File: config.mk
export PLATFORM = sky130hd
export DESIGN_NAME = event_subscription_router
export DESIGN_NICKNAME = d
export VERILOG_FILES = /design/src/esr_pkg.sv /design/src/esr_ram.sv /design/src/esr_ctrl.sv /design/src/event_subscription_router.sv
export SDC_FILE = /design/constraint.sdc
export NUM_CORES = 2
export LEC_CHECK = 0
export ABC_AREA = 1
export BUFFER_PORTS_ARGS = -buffer_cell sky130_fd_sc_hd__buf_4
export CORE_MARGIN = 2
export CORE_UTILIZATION = 63
export DETAILED_ROUTE_END_ITERATION = 8
export PLACE_DENSITY = 0.8
export REMOVE_ABC_BUFFERS = 1
export SETUP_SLACK_MARGIN = 0.2
export SYNTH_ARGS = -nofsm -noshare
export SYNTH_HDL_FRONTEND = slang
export SYNTH_HIERARCHICAL = 1
export SYNTH_SLANG_ARGS = --single-unit
File: constraint.sdc
create_clock -name clk -period 8.1 [get_ports clk]
set_input_delay 0.405 -clock clk [delete_from_list [all_inputs] [get_ports clk]]
set_output_delay 0.405 -clock clk [all_outputs]
set_load 0.005 [all_outputs]
File: src/esr_pkg.sv
// shared types and codes of the event subscription router
`default_nettype none

package esr_pkg;

  localparam int KIND_W   = 2;
  localparam int EVENT_W  = 16;
  localparam int ID_W     = 8;
  localparam int STATUS_W = 2;

  typedef logic [KIND_W-1:0]   kind_t;
  typedef logic [EVENT_W-1:0]  event_t;
  typedef logic [ID_W-1:0]     id_t;
  typedef logic [STATUS_W-1:0] status_t;

  // operation codes
  localparam kind_t KIND_PUBLISH     = 2'd0;
  localparam kind_t KIND_SUBSCRIBE   = 2'd1;
  localparam kind_t KIND_UNSUBSCRIBE = 2'd2;

  // result status codes
  localparam status_t ST_OK        = 2'd0;
  localparam status_t ST_INVALID   = 2'd1;
  localparam status_t ST_NO_ROOM   = 2'd2;
  localparam status_t ST_NOT_FOUND = 2'd3;

  // one result transaction
  typedef struct packed {
    status_t status;
    id_t     target;
    logic    target_valid;
    logic    last;
  } result_t;

  localparam id_t NULL_ID = 8'd0;

endpackage

`default_nettype wire

File: src/esr_ram.sv
// generic single-write, single-read memory with registered read data
`default_nettype none

module esr_ram #(
  parameter int WIDTH  = 8,
  parameter int DEPTH  = 16,
  parameter int ADDR_W = 4
) (
  input  wire logic              clk,
  input  wire logic              we,
  input  wire logic [ADDR_W-1:0] waddr,
  input  wire logic [WIDTH-1:0]  wdata,
  input  wire logic [ADDR_W-1:0] raddr,
  output logic      [WIDTH-1:0]  rdata
);

  logic [WIDTH-1:0] mem_r [DEPTH];
  logic [WIDTH-1:0] rdata_r;

  always_ff @(posedge clk) begin
    if (we) begin
      mem_r[waddr] <= wdata;
    end
    rdata_r <= mem_r[raddr];
  end

  assign rdata = rdata_r;

endmodule

`default_nettype wire

File: src/esr_ctrl.sv
// sequencer: slot search, subscriber list update and result register
`default_nettype none

module esr_ctrl #(
  parameter int TYPE_SLOTS = 16,
  parameter int PER_TYPE   = 8,
  localparam int SW     = (TYPE_SLOTS > 1) ? $clog2(TYPE_SLOTS) : 1,
  localparam int UW     = $clog2(TYPE_SLOTS + 1),
  localparam int PW     = (PER_TYPE > 1) ? $clog2(PER_TYPE) : 1,
  localparam int FW     = $clog2(PER_TYPE + 1),
  localparam int SLOT_W = FW + esr_pkg::EVENT_W
) (
  input  wire logic                   clk,
  input  wire logic                   rst_n,
  input  wire logic                   in_valid,
  output logic                        in_stall,
  input  wire esr_pkg::kind_t         in_kind,
  input  wire esr_pkg::event_t        in_event_code,
  input  wire esr_pkg::id_t           in_subscriber,
  output logic                        out_valid,
  input  wire logic                   out_stall,
  output esr_pkg::result_t            out_res,
  output logic                        slot_we,
  output logic [SW-1:0]               slot_waddr,
  output logic [SLOT_W-1:0]           slot_wdata,
  output logic [SW-1:0]               slot_raddr,
  input  wire logic [SLOT_W-1:0]      slot_rdata,
  output logic                        sub_we,
  output logic [SW+PW-1:0]            sub_waddr,
  output esr_pkg::id_t                sub_wdata,
  output logic [SW+PW-1:0]            sub_raddr,
  input  wire esr_pkg::id_t           sub_rdata
);

  localparam logic [2:0] S_IDLE   = 3'd0;
  localparam logic [2:0] S_SRCH   = 3'd1;
  localparam logic [2:0] S_PEMIT  = 3'd2;
  localparam logic [2:0] S_USCAN  = 3'd3;
  localparam logic [2:0] S_USHIFT = 3'd4;
  localparam logic [2:0] S_RESP   = 3'd5;

  logic [2:0]       state_r, state_nxt;
  logic [UW-1:0]    used_r, used_nxt;
  logic [UW-1:0]    idx_r, idx_nxt;
  logic [FW-1:0]    h_r, h_nxt;
  logic [FW-1:0]    fill_r, fill_nxt;
  esr_pkg::kind_t   kind_r, kind_nxt;
  esr_pkg::event_t  code_r, code_nxt;
  esr_pkg::id_t     id_r, id_nxt;
  esr_pkg::status_t status_r, status_nxt;
  logic             out_valid_r, out_valid_nxt;
  esr_pkg::result_t out_res_r, out_res_nxt;

  logic [FW-1:0]   rd_fill;
  esr_pkg::event_t rd_event;
  logic            hit, at_end, miss, found, h_end, out_free, tbl_full, slot_full;
  logic [FW-1:0]   h_prev;

  assign rd_fill   = slot_rdata[SLOT_W-1:esr_pkg::EVENT_W];
  assign rd_event  = slot_rdata[esr_pkg::EVENT_W-1:0];
  assign hit       = (rd_event == code_r);
  assign at_end    = ((idx_r + UW'(1)) == used_r);
  assign found     = (used_r != '0) && hit;
  assign miss      = (used_r == '0) || (!hit && at_end);
  assign h_end     = ((h_r + FW'(1)) == fill_r);
  assign h_prev    = h_r - FW'(1);
  assign tbl_full  = (used_r == UW'(TYPE_SLOTS));
  assign slot_full = (rd_fill >= FW'(PER_TYPE));
  assign out_free  = !out_valid_r || !out_stall;

  always_comb begin
    state_nxt  = state_r;
    used_nxt   = used_r;
    idx_nxt    = idx_r;
    h_nxt      = h_r;
    fill_nxt   = fill_r;
    kind_nxt   = kind_r;
    code_nxt   = code_r;
    id_nxt     = id_r;
    status_nxt = status_r;
    out_res_nxt = out_res_r;
    out_valid_nxt = out_valid_r && out_stall;
    slot_we    = 1'b0;
    slot_waddr = idx_r[SW-1:0];
    slot_wdata = {fill_r - FW'(1), code_r};
    sub_we     = 1'b0;
    sub_waddr  = {idx_r[SW-1:0], h_prev[PW-1:0]};
    sub_wdata  = sub_rdata;

    case (state_r)
      S_IDLE: begin
        idx_nxt = '0;
        h_nxt   = '0;
        if (in_valid) begin
          kind_nxt = in_kind;
          code_nxt = in_event_code;
          id_nxt   = in_subscriber;
          if ((in_kind != esr_pkg::KIND_PUBLISH && in_kind != esr_pkg::KIND_SUBSCRIBE &&
               in_kind != esr_pkg::KIND_UNSUBSCRIBE) ||
              (in_kind != esr_pkg::KIND_PUBLISH && in_subscriber == esr_pkg::NULL_ID)) begin
            status_nxt = esr_pkg::ST_INVALID;
            state_nxt  = S_RESP;
          end else begin
            state_nxt = S_SRCH;
          end
        end
      end

      S_SRCH: begin
        if (found) begin
          fill_nxt = rd_fill;
          h_nxt    = '0;
          case (kind_r)
            esr_pkg::KIND_PUBLISH: begin
              status_nxt = esr_pkg::ST_OK;
              state_nxt  = (rd_fill == '0) ? S_RESP : S_PEMIT;
            end
            esr_pkg::KIND_SUBSCRIBE: begin
              state_nxt = S_RESP;
              if (slot_full) begin
                status_nxt = esr_pkg::ST_NO_ROOM;
              end else begin
                status_nxt = esr_pkg::ST_OK;
                sub_we     = 1'b1;
                sub_waddr  = {idx_r[SW-1:0], rd_fill[PW-1:0]};
                sub_wdata  = id_r;
                slot_we    = 1'b1;
                slot_wdata = {rd_fill + FW'(1), code_r};
              end
            end
            esr_pkg::KIND_UNSUBSCRIBE: begin
              if (rd_fill == '0) begin
                status_nxt = esr_pkg::ST_NOT_FOUND;
                state_nxt  = S_RESP;
              end else begin
                state_nxt = S_USCAN;
              end
            end
            default: begin
              status_nxt = esr_pkg::ST_INVALID;
              state_nxt  = S_RESP;
            end
          endcase
        end else if (miss) begin
          state_nxt = S_RESP;
          case (kind_r)
            esr_pkg::KIND_PUBLISH: begin
              status_nxt = esr_pkg::ST_OK;
            end
            esr_pkg::KIND_SUBSCRIBE: begin
              if (tbl_full) begin
                status_nxt = esr_pkg::ST_NO_ROOM;
              end else begin
                // allocate the next free slot with a one-entry list
                status_nxt = esr_pkg::ST_OK;
                used_nxt   = used_r + UW'(1);
                slot_we    = 1'b1;
                slot_waddr = used_r[SW-1:0];
                slot_wdata = {FW'(1), code_r};
                sub_we     = 1'b1;
                sub_waddr  = {used_r[SW-1:0], {PW{1'b0}}};
                sub_wdata  = id_r;
              end
            end
            esr_pkg::KIND_UNSUBSCRIBE: begin
              status_nxt = esr_pkg::ST_NOT_FOUND;
            end
            default: begin
              status_nxt = esr_pkg::ST_INVALID;
            end
          endcase
        end else begin
          idx_nxt = idx_r + UW'(1);
        end
      end

      S_PEMIT: begin
        if (out_free) begin
          out_valid_nxt = 1'b1;
          out_res_nxt   = '{status: esr_pkg::ST_OK, target: sub_rdata,
                            target_valid: 1'b1, last: h_end};
          if (h_end) begin
            state_nxt = S_IDLE;
          end else begin
            h_nxt = h_r + FW'(1);
          end
        end
      end

      S_USCAN: begin
        if (sub_rdata == id_r) begin
          if (h_end) begin
            slot_we    = 1'b1;
            status_nxt = esr_pkg::ST_OK;
            state_nxt  = S_RESP;
          end else begin
            h_nxt     = h_r + FW'(1);
            state_nxt = S_USHIFT;
          end
        end else if (h_end) begin
          status_nxt = esr_pkg::ST_NOT_FOUND;
          state_nxt  = S_RESP;
        end else begin
          h_nxt = h_r + FW'(1);
        end
      end

      S_USHIFT: begin
        // move entry h down to h-1
        sub_we = 1'b1;
        if (h_end) begin
          slot_we    = 1'b1;
          status_nxt = esr_pkg::ST_OK;
          state_nxt  = S_RESP;
        end else begin
          h_nxt = h_r + FW'(1);
        end
      end

      S_RESP: begin
        if (out_free) begin
          out_valid_nxt = 1'b1;
          out_res_nxt   = '{status: status_r, target: esr_pkg::NULL_ID,
                            target_valid: 1'b0, last: 1'b1};
          state_nxt     = S_IDLE;
        end
      end

      default: begin
        state_nxt = S_IDLE;
      end
    endcase
  end

  always_ff @(posedge clk) begin
    if (!rst_n) begin
      state_r     <= S_IDLE;
      used_r      <= '0;
      idx_r       <= '0;
      h_r         <= '0;
      out_valid_r <= 1'b0;
    end else begin
      state_r     <= state_nxt;
      used_r      <= used_nxt;
      idx_r       <= idx_nxt;
      h_r         <= h_nxt;
      out_valid_r <= out_valid_nxt;
    end
  end

  always_ff @(posedge clk) begin
    fill_r    <= fill_nxt;
    kind_r    <= kind_nxt;
    code_r    <= code_nxt;
    id_r      <= id_nxt;
    status_r  <= status_nxt;
    out_res_r <= out_res_nxt;
  end

  // read addresses follow the next index so data lines up with idx_r / h_r
  assign slot_raddr = idx_nxt[SW-1:0];
  assign sub_raddr  = {idx_nxt[SW-1:0], h_nxt[PW-1:0]};

  assign in_stall  = (state_r != S_IDLE);
  assign out_valid = out_valid_r;
  assign out_res   = out_res_r;

endmodule

`default_nettype wire

File: src/event_subscription_router.sv
// top level of the event subscription router
`default_nettype none

// Event subscription router: a routing table of TYPE_SLOTS type slots, each
// binding a 16-bit event code to an ordered list of up to PER_TYPE subscriber
// ids. kind 0 publishes (one result per subscriber in list order, last flag on
// the final one, or a single empty result when there are none), kind 1
// subscribes (appends, allocating a new slot if the code is unknown), kind 2
// unsubscribes (removes the first matching id and closes the gap). Slots are
// never freed. One transaction is worked on at a time: in_stall is high from
// the cycle after acceptance until the last result is placed in the output
// register. The search compares slots one at a time until a hit or a miss (at
// most TYPE_SLOTS), and the list work then takes each delivered id of a
// publish, or each list position scanned or shifted by an unsubscribe (at most
// PER_TYPE), in turn, since the slot memory and the subscriber memory each
// give one read per cycle. A held result never blocks the search of the next
// transaction until a new result is ready.
// Memory contents need no clearing after reset: only allocated slots and
// filled list positions are ever read.

module event_subscription_router #(
  parameter int TYPE_SLOTS = 16,
  parameter int PER_TYPE   = 8
) (
  input  wire logic            clk,
  input  wire logic            rst_n,
  // request channel
  input  wire logic            in_valid,
  output logic                 in_stall,
  input  wire esr_pkg::kind_t  in_kind,
  input  wire esr_pkg::event_t in_event_code,
  input  wire esr_pkg::id_t    in_subscriber,
  // result channel
  output logic                 out_valid,
  input  wire logic            out_stall,
  output esr_pkg::status_t     out_status,
  output esr_pkg::id_t         out_target,
  output logic                 out_target_valid,
  output logic                 out_last
);

  // slot index, fill count and list position widths
  localparam int SW     = (TYPE_SLOTS > 1) ? $clog2(TYPE_SLOTS) : 1;
  localparam int PW     = (PER_TYPE > 1) ? $clog2(PER_TYPE) : 1;
  localparam int FW     = $clog2(PER_TYPE + 1);
  localparam int SLOT_W = FW + esr_pkg::EVENT_W;

  // subscriber memory rows are padded to a power of two so {slot, pos} addresses it
  localparam int SUB_DEPTH = TYPE_SLOTS * (2 ** PW);

  logic              slot_we;
  logic [SW-1:0]     slot_waddr;
  logic [SLOT_W-1:0] slot_wdata;
  logic [SW-1:0]     slot_raddr;
  logic [SLOT_W-1:0] slot_rdata;

  logic              sub_we;
  logic [SW+PW-1:0]  sub_waddr;
  esr_pkg::id_t      sub_wdata;
  logic [SW+PW-1:0]  sub_raddr;
  esr_pkg::id_t      sub_rdata;

  esr_pkg::result_t  out_res;

  // sequencer: search, list edit and the output register
  esr_ctrl #(
    .TYPE_SLOTS (TYPE_SLOTS),
    .PER_TYPE   (PER_TYPE)
  ) u_ctrl (
    .clk           (clk),
    .rst_n         (rst_n),
    .in_valid      (in_valid),
    .in_stall      (in_stall),
    .in_kind       (in_kind),
    .in_event_code (in_event_code),
    .in_subscriber (in_subscriber),
    .out_valid     (out_valid),
    .out_stall     (out_stall),
    .out_res       (out_res),
    .slot_we       (slot_we),
    .slot_waddr    (slot_waddr),
    .slot_wdata    (slot_wdata),
    .slot_raddr    (slot_raddr),
    .slot_rdata    (slot_rdata),
    .sub_we        (sub_we),
    .sub_waddr     (sub_waddr),
    .sub_wdata     (sub_wdata),
    .sub_raddr     (sub_raddr),
    .sub_rdata     (sub_rdata)
  );

  // per-slot word: {fill count, event code}
  esr_ram #(
    .WIDTH  (SLOT_W),
    .DEPTH  (TYPE_SLOTS),
    .ADDR_W (SW)
  ) u_slot_ram (
    .clk   (clk),
    .we    (slot_we),
    .waddr (slot_waddr),
    .wdata (slot_wdata),
    .raddr (slot_raddr),
    .rdata (slot_rdata)
  );

  // subscriber lists, one row per slot
  esr_ram #(
    .WIDTH  (esr_pkg::ID_W),
    .DEPTH  (SUB_DEPTH),
    .ADDR_W (SW + PW)
  ) u_sub_ram (
    .clk   (clk),
    .we    (sub_we),
    .waddr (sub_waddr),
    .wdata (sub_wdata),
    .raddr (sub_raddr),
    .rdata (sub_rdata)
  );

  assign out_status       = out_res.status;
  assign out_target       = out_res.target;
  assign out_target_valid = out_res.target_valid;
  assign out_last         = out_res.last;

endmodule

`default_nettype wire

==> summary.md <==
| Metric | Value |
|---|---|
| Status | finished clean |
| DR WL/cell | 22.3 um |
| Power Dens Cells | 333 nW/um^2 |
| CTS root buffer | clkbuf_16 |
| WHS Endpoint | u_ctrl/out_valid |
| Antenna violations before repair | 2 |
| CTS Hold Bufs | 27 |
| Placement Rows | 113 |
| Die Wd | 314 um |
| Ys Warns | 6 |
| Clock tree sinks | 1434 |
| Worst-path fanout max | 102 |
| Post-route ant nets | 0 |
| Worst slew pin tran | 1.23 ns |
| Cells after Synth | 5514 |
| Flip-flop and latch count after synthesis | 1434 |
| Final setup viols | 0 |
| Vias in the first global route | 40.4k |
| Clock Tree Buf Depth | 3 |
| Share of the synthesized area in the top cell type | 68.7% |
| Vias | 41.8k |
| Peak Freq | 0.171 GHz |
| Main synth FF type | edfxtp_1 |
| Placer Congestion | 0.919 |
| Design area | 65900 um^2 |
| I/O Pins | 44 |
| IO buf count | 43 |
| Nets@finish | 5497 |
| Count leader, synth | nand2_1 |
| Slew headroom | 18.3% |
| Mean Syn Cell Area | 11.0 um^2 |
| Crit share post-route | 72.2% |
| Gr usage total | 30.7% |
| CTS tree | built |
| HPWL Detailed | 83.9 mm |
| Area after DPL | 61300 um^2 |
| RSZ-0062 raised after global routing | false |
| Starting Density | 63.7% |
| H-Tree Depth | 4 |
| Crit. End Element | flip-flop |
| Later-pin clock latency in the skew report | 0.76 ns |
| Drt via density | 6.12 |
| Yosys cell types | 47 |
| Worst Skew | 0.0255 ns |
| RR Startpoint | u_ctrl/h_r[0] |
| Die area | 98700 um^2 |
| Global-route wire length before repair | 230 mm |
| TritonCTS buffer count | 140 |
| Setup Buffers After CTS | 0 |
| Core Region | 95200 um^2 |
| Fin crit period | 5.85 ns |
| CP Launch Type | flip-flop |
| WHS | 0.119 ns |
| Place WS | 2.40 ns |
| RR Endpoint | u_sub_ram/rdata[0] |
| Worst setup path category | reg -> reg |
| Fin. Hold Viols | 0 |
| Die H | 314 um |
| Post-cts resize count | 0 |
| Post-synth EDFFs | 1388 |
| Worst-path clk slew | 0.06 ns |
| Synth area leader | edfxtp_1 |
| First-pass iteration count of the detailed router | 6 |
| Routed WL | 152 mm |
| Synth top cells by count | nand2_1, edfxtp_1, nand3_1 |
| Iteration-0 DRC Markers | 6144 |
| Asr flop ratio synth | 0% |
| Register area share after synthesis | 70.3% |
| Share of cells above drive strength 1 | 6.47% |
| R2R depth | 24 |
| Area delta synth->final | 8.74% |
| Hold Path Depth | 5 |
| Post-route core utilization | 69.3% |
| Arr. time, crit path | 6.54 ns |
| Slew Viols, Final | 0 |
| Hold Startpoint | out_stall |
| Fillers | 6360 |
| Final WS setup | 2.25 ns |
| Total gr overflow | 0 |
| Post-Syn Area | 60600 um^2 |
| Peak VDD IR | 0.338 mV |
| Leak | 24.8 nW |
| Top post-synthesis cells by area | edfxtp_1, nand2_1, nand3_1 |
| Remaining DRCs | 0 |
| Pin count of the biggest net entering global routing | 214 |
| Reg2Reg Setup Slack | 2.25 ns |
| Tightest Hold Check Type | in -> reg |
| Req. time, crit path | 8.79 ns |
| Max-cap check violation count | 0 |
## power breakdown
| part | internal (mW) | switching [mW] | leakage [nW] | total, mW |
|---|---|---|---|---|
| sequential | 9.53 | 0.226 | 12.9 | 9.76 |
| clock | 3.56 | 2.70 | 2.13 | 6.26 |
| combinational | 1.32 | 4.61 | 9.75 | 5.94 |
## cells by family (layout without fill, tap and decap cells)
group,after synthesis,count (layout),share of synthesized area [%]
simple gates,3300,3300,23.3
flops,1434,1434,70.3
other cells,0,2,0
compound gates,59,59,0.545
xor+xnor,16,16,0.231
fa+ha+maj,8,8,0.165
mux,1,1,0.0165
buf+inv,696,748,5.47
## cell usage in the layout (no fill, tap or decap), types with 3 or more instances in the layout
| master | instances |
|---|---|
| a21oi_1 | 20 |
| inv_16 | 3 |
| nor2_2 | 20 |
| nor3_1 | 10 |
| o211ai_1 | 3 |
| edfxtp_1 | 1388 |
| xor2_1 | 10 |
| buf_4 | 95 |
| ha_1 | 8 |
| o21ai_1 | 4 |
| inv_1 | 356 |
| clkinv_8 | 4 |
| nand4_1 | 15 |
| clkinv_1 | 26 |
| clkinv_2 | 17 |
| bufinv_16 | 10 |
| dfxtp_1 | 46 |
| nand2_1 | 1814 |
| inv_6 | 9 |
| clkbuf_16 | 141 |
| nand2_2 | 4 |
| buf_12 | 3 |
| clkbuf_1 | 35 |
| o21ai_0 | 19 |
| xnor2_1 | 6 |
| or2_2 | 3 |
| nand3_4 | 6 |
| inv_4 | 5 |
| dlygate4sd3_1 | 27 |
| nor2_1 | 199 |
| clkinvlp_4 | 4 |
| inv_2 | 10 |
| nand2_4 | 10 |
| nand3_1 | 1204 |
| nor2_4 | 3 |
| nand3_2 | 4 |
## metal layers
layer | share of wire [%] | wire length, um | track usage, %
met1 | 36 | 55300 | 41.4
met2 | 47 | 72300 | 48.6
met3 | 11 | 17000 | 5.37
met4 | 5.0 | 7630 | 16.0
met5 | 0.0085 | 13 | 0
## cell type report
cell class              count  area, um^2  share of cell area, %
diodes                      2        5.00                0.00759
clock buffers             178        3690                   5.59
clock inverters            71         688                   1.04
inverters                 374        1450                   2.19
multi-input cells        3384       14900                   22.6
flip-flops and latches   1434       42600                   64.6
well taps                1265        1580                   2.40
repair buffers            125        1040                   1.58
## metrics by stage
step,std cells,power (mW),setup TNS [ns]
global placement,6555,15.5,0
global route,6832,22.8,0
CTS,6831,21.8,0
floorplan,5192,13.9,-291.30
finish,6833,22.0,0
detailed placement,6555,15.6,0
## flip-flops by register name (all words and copies together), names as in the netlist, 3 cells and up
register,count
u_sub_ram/mem_r,1024
u_slot_ram/mem_r,320
u_slot_ram/rdata,20
u_ctrl/code_r,16
u_ctrl/out_res,12
u_ctrl/id_r,8
u_sub_ram/rdata,8
u_ctrl/idx_r,5
u_ctrl/used_r,5
u_ctrl/fill_r,4
u_ctrl/h_r,4
u_ctrl/state_r,3
## critical path: stages (launching register included)
cell and delay, ns:
dfxtp_1 0.46, inv_1 0.14, ha_1 0.32, inv_1 0.08
nand2_1 0.06, nand4_1 0.09, nor2_1 0.17, nand2_2 0.20
nand2_1 0.12, nand3_1 0.06, o21ai_0 0.07, nor2_1 0.10
nand2_4 0.55, buf_4 0.91, buf_4 0.97, nand2_1 0.12
nand3_1 0.14, nand3_1 0.08, nand3_1 0.18, nand2_1 0.09
nand2_1 0.11, nand3_1 0.24, nand2_1 0.22, nand2_1 0.10
nand2_1 0.10
## worst max path at each step
stage	startpoint	endpoint	slack, ns	cells after the start
3_5_place_dp	u_ctrl/h_r[0]	u_sub_ram/rdata[0]	2.40	24
2_1_floorplan	u_ctrl/state_r[1]	u_slot_ram/rdata[0]	-10.24	12
6_report	u_ctrl/h_r[0]	u_sub_ram/rdata[0]	2.25	24
5_1_grt	u_ctrl/code_r[9]	u_sub_ram/rdata[0]	1.91	22
4_1_cts	u_ctrl/h_r[0]	u_sub_ram/rdata[0]	2.38	24
3_3_place_gp	u_ctrl/h_r[0]	u_sub_ram/rdata[0]	2.40	24
(Power assumes the default switching activity.)
